**config.mk**
```make
export PLATFORM = sky130hd
export DESIGN_NAME = bitmap_first_fit_block_allocator_flat
export DESIGN_NICKNAME = d
export VERILOG_FILES = /design/src/rtl/core/bffa_pkg.sv /design/src/rtl/core/bffa_if.sv /design/src/rtl/core/bitmap_first_fit_block_allocator.sv /design/src/rtl/core/bffa_ctrl.sv /design/src/rtl/core/bffa_dp.sv /design/src/flat_wrapper.sv
export SDC_FILE = /design/constraint.sdc
export NUM_CORES = 1
export LEC_CHECK = 0
export BUFFER_PORTS_ARGS = -buffer_cell sky130_fd_sc_hd__buf_2
export CORE_UTILIZATION = 45
export CTS_CLUSTER_SIZE = 30
export DETAILED_ROUTE_END_ITERATION = 6
export GPL_ROUTABILITY_DRIVEN = 0
export GPL_TIMING_DRIVEN = 0
export PLACE_DENSITY_LB_ADDON = 0.25
export SYNTH_ARGS = -nofsm -noshare
export SYNTH_HDL_FRONTEND = slang
export SYNTH_SLANG_ARGS = --single-unit
```
**constraint.sdc**
```tcl
create_clock -name i_clk -period 20.2 [get_ports i_clk]
set_clock_uncertainty 0.2 [all_clocks]
set_input_delay 5.05 -clock i_clk [delete_from_list [all_inputs] [get_ports i_clk]]
set_output_delay 5.05 -clock i_clk [all_outputs]
set_load 0.02 [all_outputs]
```
**src/rtl/core/bffa_pkg.sv**
```systemverilog
`timescale 1ns / 1ps
// ----------------------------------------------------------------------------
// bffa_pkg
// Shared constants and control types of the bitmap first-fit allocator.
// ----------------------------------------------------------------------------
package bffa_pkg;

    localparam int OPCODE_W        = 1;
    localparam int COUNT_W         = 7;
    localparam int BN_W            = 11;

    localparam int NUM_BLOCKS_DEF  = 1024;
    localparam int MAX_REQUEST_DEF = 64;

    // free map word width: wide words for normal maps, narrow for tiny ones
    localparam int WORD_W_WIDE     = 64;
    localparam int WORD_W_NARROW   = 8;

    localparam logic [OPCODE_W-1:0] OP_ALLOC = 1'b0;
    localparam logic [OPCODE_W-1:0] OP_CLEAR = 1'b1;

    // controller -> datapath
    typedef struct packed {
        logic restart;   // word pointer back to word 0
        logic start;     // capture requested count
        logic clr_wr;    // write a zero word, step pointer
        logic rd;        // read current word
        logic ld;        // load read word into scan register
        logic grant;     // take lowest free bit of scan register
        logic wb;        // write scan register back, step pointer
        logic fin;       // emit final result of an allocation
        logic ack;       // emit a bare acknowledgement
    } t_cmd;

    // datapath -> controller
    typedef struct packed {
        logic word_last;
        logic has_free;
        logic grant_last;
        logic slot_free;
    } t_sts;

endpackage

```
**src/rtl/core/bffa_if.sv**
```systemverilog
`timescale 1ns / 1ps
// ----------------------------------------------------------------------------
// bffa_req_if / bffa_rsp_if
// Valid/ready channels for allocator requests and results.
// ----------------------------------------------------------------------------
interface bffa_req_if;
    logic                           valid;
    logic                           ready;
    logic [bffa_pkg::OPCODE_W-1:0]  opcode;
    logic [bffa_pkg::COUNT_W-1:0]   count;

    modport source (output valid, output opcode, output count, input ready);
    modport sink   (input valid, input opcode, input count, output ready);
endinterface

interface bffa_rsp_if;
    logic                       valid;
    logic                       ready;
    logic [bffa_pkg::BN_W-1:0]  block_number;
    logic                       last;
    logic                       shortfall;

    modport source (output valid, output block_number, output last, output shortfall,
                    input ready);
    modport sink   (input valid, input block_number, input last, input shortfall,
                    output ready);
endinterface

```
**src/rtl/core/bitmap_first_fit_block_allocator.sv**
```systemverilog
`timescale 1ns / 1ps
// ----------------------------------------------------------------------------
// bitmap_first_fit_block_allocator
// First-fit allocator over a one-bit-per-block free map.
//
// Request channel i_req carries opcode and count; response channel o_rsp
// returns block_number, last and shortfall, both valid/ready. An allocate
// returns one response per granted block (1-based number, lowest first),
// last on the final one, shortfall if the grant fell short. Zero count,
// clear and a full map return a single response with block_number 0.
// The map lives in a memory of 64-bit words (8-bit for maps under 64
// blocks); NUM_BLOCKS/64 = 16 words by default.
// Sequence: each word visited passes through a read, a load and a scan;
// the scan grants blocks from the word while the output register can take
// a response and otherwise waits, and a final step places the last
// response. A clear writes every word to zero and then acknowledges; a
// zero count goes straight to the acknowledgement. One request is in flight
// at a time; a new request is taken once the previous one has placed its
// last response in the output register.
// Reset: a clearing pass writes every word to free; i_req.ready stays low
// until it is done. A stalled receiver holds the output register and the
// scan waits for it.
// ----------------------------------------------------------------------------
module bitmap_first_fit_block_allocator #(
    parameter int NUM_BLOCKS  = bffa_pkg::NUM_BLOCKS_DEF,
    parameter int MAX_REQUEST = bffa_pkg::MAX_REQUEST_DEF
) (
    input  logic    i_clk,
    input  logic    i_rst_n,
    bffa_req_if.sink   i_req,
    bffa_rsp_if.source o_rsp
);

    bffa_pkg::t_cmd w_cmd;
    bffa_pkg::t_sts w_sts;
    logic           w_req_ready;
    logic           w_req_clear;
    logic           w_req_zero;

    assign w_req_clear = (i_req.opcode == bffa_pkg::OP_CLEAR);
    assign w_req_zero  = (i_req.count == '0);
    assign i_req.ready = w_req_ready;

    bffa_ctrl u_ctrl (
        .i_clk       (i_clk),
        .i_rst_n     (i_rst_n),
        .i_req_valid (i_req.valid),
        .i_req_clear (w_req_clear),
        .i_req_zero  (w_req_zero),
        .o_req_ready (w_req_ready),
        .i_sts       (w_sts),
        .o_cmd       (w_cmd)
    );

    bffa_dp #(
        .NUM_BLOCKS  (NUM_BLOCKS),
        .MAX_REQUEST (MAX_REQUEST)
    ) u_dp (
        .i_clk              (i_clk),
        .i_rst_n            (i_rst_n),
        .i_cmd              (w_cmd),
        .o_sts              (w_sts),
        .i_count            (i_req.count),
        .i_rsp_ready        (o_rsp.ready),
        .o_rsp_valid        (o_rsp.valid),
        .o_rsp_block_number (o_rsp.block_number),
        .o_rsp_last         (o_rsp.last),
        .o_rsp_shortfall    (o_rsp.shortfall)
    );

    // only the final response may carry no block
    a_mid_has_block: assert property (@(posedge i_clk) disable iff (!i_rst_n)
        o_rsp.valid && !o_rsp.last |-> o_rsp.block_number != '0)
        else $error("non-final response without a block number");

    a_sf_on_last: assert property (@(posedge i_clk) disable iff (!i_rst_n)
        o_rsp.valid && o_rsp.shortfall |-> o_rsp.last)
        else $error("shortfall on a non-final response");

    a_one_in_flight: assert property (@(posedge i_clk) disable iff (!i_rst_n)
        i_req.valid && i_req.ready |=> !i_req.ready)
        else $error("request taken while another is in progress");

endmodule

```
**src/rtl/core/bffa_ctrl.sv**
```systemverilog
`timescale 1ns / 1ps
// ----------------------------------------------------------------------------
// bffa_ctrl
// Sequencer: clearing sweep, word read/scan/write-back loop, result emission.
// ----------------------------------------------------------------------------
module bffa_ctrl (
    input  logic              i_clk,
    input  logic              i_rst_n,
    input  logic              i_req_valid,
    input  logic              i_req_clear,
    input  logic              i_req_zero,
    output logic              o_req_ready,
    input  bffa_pkg::t_sts    i_sts,
    output bffa_pkg::t_cmd    o_cmd
);

    typedef enum logic [7:0] {
        S_INIT = 8'b0000_0001,
        S_IDLE = 8'b0000_0010,
        S_CLR  = 8'b0000_0100,
        S_ACK  = 8'b0000_1000,
        S_RD   = 8'b0001_0000,
        S_LD   = 8'b0010_0000,
        S_SCAN = 8'b0100_0000,
        S_FIN  = 8'b1000_0000
    } t_state;

    t_state r_state;
    t_state n_state;

    always_ff @(posedge i_clk) begin
        if (!i_rst_n) begin
            r_state <= S_INIT;
        end else begin
            r_state <= n_state;
        end
    end

    always_comb begin
        n_state     = r_state;
        o_cmd       = '0;
        o_req_ready = 1'b0;
        case (r_state)
            S_INIT: begin
                o_cmd.clr_wr = 1'b1;
                if (i_sts.word_last) begin
                    n_state = S_IDLE;
                end
            end
            S_IDLE: begin
                o_req_ready = 1'b1;
                if (i_req_valid) begin
                    o_cmd.restart = 1'b1;
                    if (i_req_clear) begin
                        n_state = S_CLR;
                    end else if (i_req_zero) begin
                        n_state = S_ACK;
                    end else begin
                        o_cmd.start = 1'b1;
                        n_state     = S_RD;
                    end
                end
            end
            S_CLR: begin
                o_cmd.clr_wr = 1'b1;
                if (i_sts.word_last) begin
                    n_state = S_ACK;
                end
            end
            S_ACK: begin
                if (i_sts.slot_free) begin
                    o_cmd.ack = 1'b1;
                    n_state   = S_IDLE;
                end
            end
            S_RD: begin
                o_cmd.rd = 1'b1;
                n_state  = S_LD;
            end
            S_LD: begin
                o_cmd.ld = 1'b1;
                n_state  = S_SCAN;
            end
            S_SCAN: begin
                if (i_sts.has_free) begin
                    if (i_sts.slot_free) begin
                        o_cmd.grant = 1'b1;
                        if (i_sts.grant_last) begin
                            o_cmd.wb = 1'b1;
                            n_state  = S_FIN;
                        end
                    end
                end else begin
                    // word exhausted: store it and move on
                    o_cmd.wb = 1'b1;
                    n_state  = i_sts.word_last ? S_FIN : S_RD;
                end
            end
            S_FIN: begin
                if (i_sts.slot_free) begin
                    o_cmd.fin = 1'b1;
                    n_state   = S_IDLE;
                end
            end
            default: begin
                n_state = S_INIT;
            end
        endcase
    end

endmodule

```
**src/rtl/core/bffa_dp.sv**
```systemverilog
`timescale 1ns / 1ps
// ----------------------------------------------------------------------------
// bffa_dp
// Free map memory, scan word with lowest-free-bit encoder, counts, result reg.
// ----------------------------------------------------------------------------
module bffa_dp #(
    parameter int NUM_BLOCKS  = bffa_pkg::NUM_BLOCKS_DEF,
    parameter int MAX_REQUEST = bffa_pkg::MAX_REQUEST_DEF
) (
    input  logic                           i_clk,
    input  logic                           i_rst_n,
    input  bffa_pkg::t_cmd                 i_cmd,
    output bffa_pkg::t_sts                 o_sts,
    input  logic [bffa_pkg::COUNT_W-1:0]   i_count,
    input  logic                           i_rsp_ready,
    output logic                           o_rsp_valid,
    output logic [bffa_pkg::BN_W-1:0]      o_rsp_block_number,
    output logic                           o_rsp_last,
    output logic                           o_rsp_shortfall
);

    localparam int W      = (NUM_BLOCKS < bffa_pkg::WORD_W_WIDE) ?
                            bffa_pkg::WORD_W_NARROW : bffa_pkg::WORD_W_WIDE;
    localparam int BW     = $clog2(W);
    localparam int NWORDS = (NUM_BLOCKS + W - 1) / W;
    localparam int AW     = (NWORDS > 1) ? $clog2(NWORDS) : 1;
    localparam int TAIL   = NUM_BLOCKS - (NWORDS - 1) * W;
    localparam int CW     = $clog2(MAX_REQUEST + 1);
    localparam int BNW    = bffa_pkg::BN_W;
    localparam logic [AW-1:0] LAST_WORD = AW'(NWORDS - 1);

    logic [W-1:0]   r_mem [NWORDS];
    logic [W-1:0]   r_rd;
    logic [W-1:0]   r_cur;
    logic [W-1:0]   n_cur;
    logic [W-1:0]   tail_mask;
    logic [AW-1:0]  r_word;
    logic [CW-1:0]  r_want;
    logic [CW-1:0]  r_got;
    logic [CW-1:0]  want_sat;
    logic           r_pend_vld;
    logic [BNW-1:0] r_pend_bn;
    logic           r_out_vld;
    logic [BNW-1:0] r_out_bn;
    logic           r_out_last;
    logic           r_out_sf;

    logic           has_free;
    logic [BW-1:0]  free_idx;
    logic [31:0]    bn_full;
    logic [BNW-1:0] bn;
    logic           word_last;
    logic           grant_last;
    logic           emit;
    logic [BNW-1:0] emit_bn;
    logic           emit_last;
    logic           emit_sf;

    assign word_last = (r_word == LAST_WORD);

    // bits past the end of the map read as used
    always_comb begin
        for (int b = 0; b < W; b++) begin
            tail_mask[b] = word_last && (b >= TAIL);
        end
    end

    // lowest zero bit of the scan word
    always_comb begin
        has_free = 1'b0;
        free_idx = '0;
        for (int b = W - 1; b >= 0; b--) begin
            if (!r_cur[b]) begin
                has_free = 1'b1;
                free_idx = BW'(b);
            end
        end
    end

    assign n_cur      = r_cur | (W'(1) << free_idx);
    assign bn_full    = 32'({r_word, free_idx}) + 32'd1;
    assign bn         = bn_full[BNW-1:0];
    assign grant_last = (({1'b0, r_got} + {{CW{1'b0}}, 1'b1}) == {1'b0, r_want});
    assign want_sat   = (i_count > bffa_pkg::COUNT_W'(MAX_REQUEST)) ?
                        CW'(MAX_REQUEST) : i_count[CW-1:0];

    // free map memory: one write or one read a cycle
    always_ff @(posedge i_clk) begin
        if (i_cmd.clr_wr) begin
            r_mem[r_word] <= '0;
        end else if (i_cmd.wb) begin
            r_mem[r_word] <= i_cmd.grant ? n_cur : r_cur;
        end
        if (i_cmd.rd) begin
            r_rd <= r_mem[r_word];
        end
    end

    always_ff @(posedge i_clk) begin
        if (i_cmd.ld) begin
            r_cur <= r_rd | tail_mask;
        end else if (i_cmd.grant) begin
            r_cur <= n_cur;
        end
    end

    always_ff @(posedge i_clk) begin
        if (!i_rst_n) begin
            r_word <= '0;
        end else if (i_cmd.restart) begin
            r_word <= '0;
        end else if (i_cmd.clr_wr || i_cmd.wb) begin
            r_word <= word_last ? '0 : r_word + AW'(1);
        end
    end

    always_ff @(posedge i_clk) begin
        if (i_cmd.start) begin
            r_want <= want_sat;
            r_got  <= '0;
        end else if (i_cmd.grant) begin
            r_got  <= r_got + CW'(1);
        end
    end

    // one grant is held back so the final one can carry last
    always_ff @(posedge i_clk) begin
        if (!i_rst_n) begin
            r_pend_vld <= 1'b0;
        end else if (i_cmd.start) begin
            r_pend_vld <= 1'b0;
        end else if (i_cmd.grant) begin
            r_pend_vld <= 1'b1;
        end
    end

    always_ff @(posedge i_clk) begin
        if (i_cmd.grant) begin
            r_pend_bn <= bn;
        end
    end

    always_comb begin
        emit      = 1'b0;
        emit_bn   = '0;
        emit_last = 1'b0;
        emit_sf   = 1'b0;
        if (i_cmd.ack) begin
            emit      = 1'b1;
            emit_last = 1'b1;
        end else if (i_cmd.fin) begin
            emit      = 1'b1;
            emit_bn   = r_pend_vld ? r_pend_bn : '0;
            emit_last = 1'b1;
            emit_sf   = (r_got != r_want);
        end else if (i_cmd.grant) begin
            if (r_pend_vld) begin
                emit      = 1'b1;
                emit_bn   = r_pend_bn;
            end
        end
    end

    always_ff @(posedge i_clk) begin
        if (!i_rst_n) begin
            r_out_vld <= 1'b0;
        end else if (emit) begin
            r_out_vld <= 1'b1;
        end else if (i_rsp_ready) begin
            r_out_vld <= 1'b0;
        end
    end

    always_ff @(posedge i_clk) begin
        if (emit) begin
            r_out_bn   <= emit_bn;
            r_out_last <= emit_last;
            r_out_sf   <= emit_sf;
        end
    end

    assign o_rsp_valid        = r_out_vld;
    assign o_rsp_block_number = r_out_bn;
    assign o_rsp_last         = r_out_last;
    assign o_rsp_shortfall    = r_out_sf;

    assign o_sts.word_last  = word_last;
    assign o_sts.has_free   = has_free;
    assign o_sts.grant_last = grant_last;
    assign o_sts.slot_free  = !r_out_vld || i_rsp_ready;

endmodule
```
**src/flat_wrapper.sv**
```systemverilog
// flat-port wrapper written by rule: the top's interface ports become plain ports
module bitmap_first_fit_block_allocator_flat 
#(
    parameter int NUM_BLOCKS  = bffa_pkg::NUM_BLOCKS_DEF,
    parameter int MAX_REQUEST = bffa_pkg::MAX_REQUEST_DEF
)
  (i_clk, i_rst_n, i_req_valid, i_req_opcode, i_req_count, i_req_ready, o_rsp_valid, o_rsp_block_number, o_rsp_last, o_rsp_shortfall, o_rsp_ready);
  bffa_req_if i_req_i ();
  bffa_rsp_if o_rsp_i ();
  input  logic i_clk;
  input  logic i_rst_n;
  input wire logic [$bits(i_req_i.valid)-1:0] i_req_valid;
  input wire logic [$bits(i_req_i.opcode)-1:0] i_req_opcode;
  input wire logic [$bits(i_req_i.count)-1:0] i_req_count;
  output wire logic [$bits(i_req_i.ready)-1:0] i_req_ready;
  output wire logic [$bits(o_rsp_i.valid)-1:0] o_rsp_valid;
  output wire logic [$bits(o_rsp_i.block_number)-1:0] o_rsp_block_number;
  output wire logic [$bits(o_rsp_i.last)-1:0] o_rsp_last;
  output wire logic [$bits(o_rsp_i.shortfall)-1:0] o_rsp_shortfall;
  input wire logic [$bits(o_rsp_i.ready)-1:0] o_rsp_ready;
  assign i_req_i.valid = i_req_valid;
  assign i_req_i.opcode = i_req_opcode;
  assign i_req_i.count = i_req_count;
  assign i_req_ready = i_req_i.ready;
  assign o_rsp_valid = o_rsp_i.valid;
  assign o_rsp_block_number = o_rsp_i.block_number;
  assign o_rsp_last = o_rsp_i.last;
  assign o_rsp_shortfall = o_rsp_i.shortfall;
  assign o_rsp_i.ready = o_rsp_ready;
  bitmap_first_fit_block_allocator #(.NUM_BLOCKS(NUM_BLOCKS), .MAX_REQUEST(MAX_REQUEST)) u_core (.i_clk(i_clk), .i_rst_n(i_rst_n), .i_req(i_req_i), .o_rsp(o_rsp_i));
endmodule
```
* Word-level counts from Yosys, hierarchy flattened
Memory sizes are Yosys's and may differ from the RTL's. A register that Yosys moved wholly into a read port is not among the register bits.
Index checks and enable logic that the tools add are counted.
** Word-level totals
- Register bits :: 116
- RAM bits :: 1024
- Logic and storage cells :: 224
- Memories :: 1
** Operators by class
- Add/subtract/negate cells :: 4
- Magnitude comparators :: 1
- Eq/ne operators :: 17
- Shifts and indexed selects :: 1
- Multiplexer cells :: 174
- Bitwise logic cells :: 4
- Reduce and logical (&&, ||, !) cells :: 11
** Memory list
- u_core.u_dp.r_mem :: words 16, width 64, rd ports 1, clocked after Yosys merged registers in 1, write ports 1, line bffa_dp.sv:32 : logic [W-1:0] r_mem [NWORDS];
** Operators by type and width (number)
- 6-bit two-way mux :: 64
- 64-bit two-way mux :: 3
- 1-bit two-way mux :: 88
- 8-bit two-way mux :: 8
- 64-bit OR :: 1
- 1-bit by 6-bit left shift with 64-bit output (first input constant) :: 1
- 8-bit one-hot mux with 7 select lines :: 1
- 11-bit two-way mux :: 3
- 10-bit by 1-bit adder with 11-bit output (second input constant) :: 1
- 5-bit two-way mux :: 2
- 2-bit OR reduction :: 5
- 7-bit by 1-bit adder with 8-bit output (second input constant) :: 1
- 8-bit by 1-bit equality test with 1-bit output (second input constant) :: 1
- 8-bit by 2-bit equality test with 1-bit output (second input constant) :: 1
- 8-bit by 3-bit equality test with 1-bit output (second input constant) :: 1
- 8-bit by 4-bit equality test with 1-bit output (second input constant) :: 1
- 8-bit by 5-bit equality test with 1-bit output (second input constant) :: 1
- 8-bit by 6-bit equality test with 1-bit output (second input constant) :: 1
- 8-bit by 7-bit equality test with 1-bit output :: 1
- 8-bit by 7-bit equality test with 1-bit output (second input constant) :: 1
- 8-bit equality test (second input constant) :: 1
- 2-bit two-way mux :: 4
- 7-bit by 1-bit adder with 7-bit output (second input constant) :: 1
- 7-bit > comparator (second input constant) :: 1
- 15 further kinds :: 19

* Longest topological paths before layout
- Depth in word-level cells :: 70
- Mapped depth :: 12
- Mapped depth without buffers :: 11

* Modules after synthesis
A second synthesis with hierarchy kept.
** Unflattened totals
- Cells, all modules :: 2274
- Area, all modules :: 46827.4 µm²
** Modules (own cells, without submodules)
- bffa_dp :: instances 1, cells an instance 2204, area each 46246.9 µm², sequential area each 35143.7 µm²
- bffa_ctrl :: instances 1, cells an instance 68, area each 560.5 µm², sequential area each 160.2 µm²
- bitmap_first_fit_block_allocator :: instances 1, cells an instance 2, area each 20.0 µm², sequential area each 0.0 µm²

* Worst setup path after synthesis
Ideal clock, no wire load.
- Path type :: input -> register
- Start :: in o_rsp_ready
- End :: mem u_core.u_dp.r_mem[0][0] in the netlist's numbering (enable)
- Arrival time :: 12775 ps
- Data required time :: 19334 ps
- Slack :: 6559 ps
- Cell stages on the path :: 8
- Buffers on the path :: 1
- Path through :: nor2b_1 > nor3_1 > o21ai_0 > nand4b_1 > a21o_1 > and2_1 > clkbuf_1 > nor4b_1
** Between the ends
- Cells in the longest elaborated chain, start to end :: 8
** RTL lines
- start, declared :: line flat_wrapper.sv:20 : input wire logic [$bits(o_rsp_i.ready)-1:0] o_rsp_ready;
- 1-bit logical OR :: line bffa_dp.sv:190 : assign o_sts.slot_free = !r_out_vld || i_rsp_ready;
- 2-bit two-way mux :: line bffa_ctrl.sv:86 : if (i_sts.slot_free) begin
- 1-bit two-way mux :: line bffa_ctrl.sv:85 : if (i_sts.has_free) begin
- 2-bit two-way mux :: line bffa_ctrl.sv:43 : case (r_state)
- 1-bit two-way mux :: line bffa_dp.sv:91 : end else if (i_cmd.wb) begin
- 1-bit two-way mux :: line bffa_dp.sv:89 : if (i_cmd.clr_wr) begin
- 1-bit two-way mux :: line bffa_dp.sv:92 : r_mem[r_word] <= i_cmd.grant ? n_cur : r_cur;
- 1-bit OR (no line)
- end, declared :: line bffa_dp.sv:32
Every way passes these cells.

* Worst setup path in the final report
- Start :: in o_rsp_ready
- End :: mem u_core.u_dp.r_mem[14][41] in the netlist's numbering, data pin
** Between the ends
- Cells in the longest elaborated chain, start to end :: 8
- Elaborated cells on any way between the ends :: 10
- Classes of those cells :: mux: 9; reduce/logical: 1
** RTL lines (line)
- 1-bit logical OR (*) :: bffa_dp.sv:190
- 2-bit two-way mux (*) :: bffa_ctrl.sv:86
- 1-bit two-way mux :: bffa_ctrl.sv:85
- 2-bit two-way mux (*) :: bffa_ctrl.sv:43
- 1-bit two-way mux :: bffa_dp.sv:91
- 1-bit two-way mux :: bffa_dp.sv:89
- 1-bit two-way mux :: bffa_dp.sv:92
- 64-bit two-way mux (no line) (*)
Mark *: on every way between the ends. The rest lies on a longest branch, timed or not.

==> impl_results.md <==
* Status: finished, final reports clean
* Detailed Route WL at 115000 um
* Seq/Total Area, Yosys at 75.7%
* Fin. max-slew vios at 0
* Multi-input combinational cell area at 10900 um^2
* GRT Total Usage at 22.4%
* Post-Syn Instances at 2282
* Sequential share of power at 43.9%
* NetSw at 1.89 mW
* Die area at 105000 um^2
* Biggest area consumer among synthesized cells: edfxtp_1
* Top FF cell, synth: edfxtp_1
* Clock sinks at 1204
* Cts bufs inserted at 118
* Layout area overhead at 14.8%
* Max Clk Rate at 121 MHz
* Hold Buf Count CTS at 0
* Largest net degree at the start of global routing at 44
* Core box area at 102000 um^2
* DR vias/cell at 6.02
* Maxcap violations at 0
* Most frequent CP cell: clkbuf_1
* H-tree levels at 3
* Ports at 27
* Initial Util at 45.6%
* Met1 capacity usage during global routing at 31.5%
* Power per Cell Area at 130 nW/um^2
* First-pass GRT wire length at 167000 um
* Slowest stage delay, CP at 730 ps
* # nets final at 2536
* Family with the most delay on the worst path: simple AND/OR/NAND/NOR gates
* Clock transition at path regs at 60 ps
* Top cell type's share of synthesized area at 72.1%
* Area contributors post-synth: edfxtp_1 (72%), mux4_2 (15%), dfxtp_1 (3.6%)
* Fin Hold WS at 283 ps
* Worst-path maximum fanout at 16
* Int Power at 5.05 mW
* Worst Setup Start Kind: input port
* Detailed Route Iter0 Violations at 2932
* FF+latch count, synth at 1204
* Net Count, Synth at 2305
* Class of the worst hold path: reg2reg
* Busiest layer in global routing: met2
* Dpl hpwl at 70700 um
* Number of global-route vias before repair at 24300
* Peak VDD IR at 0.0749 mV
* DRC Markers at 0
* Vias at 24000
* Post-synth ARST share at 0%
* Met2 usage at 36.4%
* Maximum clock insertion buffer count at 3
* Crit end category: register
* FF-to-FF End: u_core.u_dp.r_mem[5][19]
* CTS tree: done
* Tmin final at 8260 ps
* Final number of setup-violating endpoints at 0
* Slowest CP cell: clkbuf_1
* Number of placement rows at 117
* CTS Root Buffer Type: clkbuf_16
* Bufs and invs on worst path at 3
* WHS Endpoint: u_core.u_dp.r_cur[36]
* Combinational fraction of design power at 23.5%
* Internal reg-to-reg setup slack at 15010 ps
* Crit path DAT at 8410 ps
* Total global routing overflow at 0
* Post_cts resized at 0
* Clk pwr share at 32.5%
* Share of layout cells above drive strength 1 at 25.5%
* Ys Warns at 0
* Worst hold path depth at 2
* FF+latch area at 35300 um^2
* Dpl ws at 11390 ps
* Worst Reg2Reg Path Length in Cells at 11
* Postcts setup bufs at 0
* Switching share of total power at 27.3%
* Final WS setup at 11940 ps
* WP depth at 9
* DIE HEIGHT at 324 um
* Unique cell type count in the Yosys netlist at 72
* Unrepaired setup endpoints after global routing: no
* Worst Tran Pin Value at 1200 ps
* Drt wl/cell at 28.8 um
* Die width at 324 um
* Power Total at 6.95 mW
* Port Buf Inserts at 26
* Worst hold start: u_core.u_dp.r_rd[36]
* CP Data Required Time at 20350 ps
* Syn Area/Cell at 20.4 um^2
* R2R Path Start: u_core.u_dp.r_cur[12]
* Final Hold Fails at 0
* Fillcell total at 8029
* Number of enable flip-flop cells after synthesis at 1119
* CP Class: in2reg
* Fin crit share at 40.9%
* # diodes at 0
* Worst-Skew Late Latency at 720 ps
* Post-DRT Antenna Nets at 0
* Routing usage on met3 at 3.48%
* Synthesized area at 46600 um^2
* Leak at 17.2 nW
* Slew HR at 19.8%
* Initial antenna violation count at 0
* Worst-path cell chain: buf_2, nor2b_1, nor3_1, o21ai_0, nand4b_1, a21o_1, clkbuf_1, clkbuf_1, nor2_1
* First drt pass iteration count at 6
-- per-stage QoR --
step | TNS, ps | cells | utilization [%] | cell area, um^2
final | 0 | 3984 | 52.4 | 53500
after global routing | 0 | 3984 | 52.4 | 53500
after CTS | 0 | 3984 | 52.4 | 53500
after detailed placement | 0 | 3761 | 48.5 | 49500
after global placement | -772960 | 3676 | 47.4 | 48500
after floorplan | 0 | 2282 | - | 46600
-- power by group through the flow --
stage                     clock network (mW)  logic, mW  registers [mW]
final                                   2.26       1.64            3.05
after global routing                    2.38       1.74            3.07
after CTS                               2.29       1.66            3.05
after detailed placement                   0       1.65            3.11
after global placement                     0       1.51            3.20
after floorplan                            0       1.05            3.13
-- worst max path at each step --
stage	start	to	slack (ps)
floorplan	o_rsp_ready	u_core.u_dp.r_mem[0][0]	6560
global placement	o_rsp_ready	u_core.u_dp.r_mem[0][20]	-3370
detailed placement	o_rsp_ready	u_core.u_dp.r_mem[10][42]	11390
CTS	o_rsp_ready	u_core.u_dp.r_mem[7][41]	12130
global route	o_rsp_ready	u_core.u_dp.r_mem[14][41]	11800
finish	o_rsp_ready	u_core.u_dp.r_mem[14][41]	11940
-- cell usage in the layout, fill, tap and decap left out, drive strengths merged, types with 10 or more instances in the layout --
| cell | synthesis | layout |
|---|---|---|
| o21ai | 16 | 16 |
| ha | 11 | 11 |
| mux4 | 320 | 320 |
| bufinv | 0 | 18 |
| buf | 37 | 148 |
| and2 | 26 | 26 |
| nor4 | 16 | 16 |
| a21oi | 141 | 141 |
| edfxtp | 1119 | 1119 |
| nand2b | 13 | 13 |
| nor3 | 10 | 10 |
| nor2 | 155 | 155 |
| a31oi | 10 | 10 |
| xor2 | 14 | 14 |
| nand3 | 19 | 19 |
| nor2b | 20 | 20 |
| inv | 23 | 26 |
| nand4 | 33 | 33 |
| dfxtp | 85 | 85 |
| clkbuf | 79 | 222 |
| clkinv | 0 | 52 |
| nand2 | 44 | 44 |
-- metal layers --
metal | vias to the layer above | share of wire [%]
li1 | 9896 | -
met1 | 12800 | 41
met2 | 1043 | 49
met3 | 198 | 7.2
met4 | 0 | 2.4
met5 | - | 0
-- kinds of logic (layout without fill, tap and decap cells) --
family                     count (synthesis)  after routing  share of synthesized area [%]
AOI/OAI and AO/OA                        213            213                           2.75
xor gates and xnor gates                  23             23                          0.432
adders and majority gates                 11             11                          0.295
buffers and inverters                    139            473                           1.16
DFF                                     1204           1204                           75.7
muxes                                    322            322                           15.5
and+or+nand+nor                          370            370                           4.14
-- state kept, by name, summed over array words and instances, names as in the netlist --
register                        flops
u_core.u_dp.r_mem                1024
u_core.u_dp.r_cur                  64
u_core.u_dp.r_rd                   64
u_core.u_dp.o_rsp_block_number     11
u_core.u_dp.r_pend_bn              11
u_core.u_ctrl.r_state               8
u_core.u_dp.r_got                   7
u_core.u_dp.r_want                  7
u_core.u_dp.r_word                  4
u_core.u_dp.o_rsp_last              1
u_core.u_dp.o_rsp_shortfall         1
u_core.u_dp.o_rsp_valid             1
u_core.u_dp.r_pend_vld              1
-- final cells by class --
| type | instances | area share [%] |
|---|---|---|
| clock inverters | 80 | 1.72 |
| clock buffers | 143 | 5.73 |
| repair buffers | 111 | 2.08 |
| inverters | 23 | 0.161 |
| flip-flops and latches | 1204 | 66.0 |
| multi-input cells | 939 | 20.3 |
| well taps | 1368 | 3.20 |
| plain buffers | 116 | 0.853 |
-- cells in the mapped netlist, types with 17 or more instances --
| library cell | number |
|---|---|
| and2_1 | 26 |
| nand2_1 | 44 |
| nand4_1 | 32 |
| nor2_1 | 155 |
| buf_1 | 20 |
| inv_1 | 22 |
| nor2b_1 | 20 |
| buf_2 | 17 |
| nand3_1 | 19 |
| dfxtp_1 | 85 |
| mux4_2 | 320 |
| edfxtp_1 | 1119 |
| a21oi_1 | 141 |
| clkbuf_1 | 79 |
-- worst reg2reg max path: cells and delay by family, from the launching register on --
family | cells | cell delay [ps]
fa+ha+maj | 2 | 370
simple gates | 2 | 1100
compound gates | 5 | 1820
buf+inv | 2 | 870
flops | 1 | 410
(Power assumes the default switching activity.)
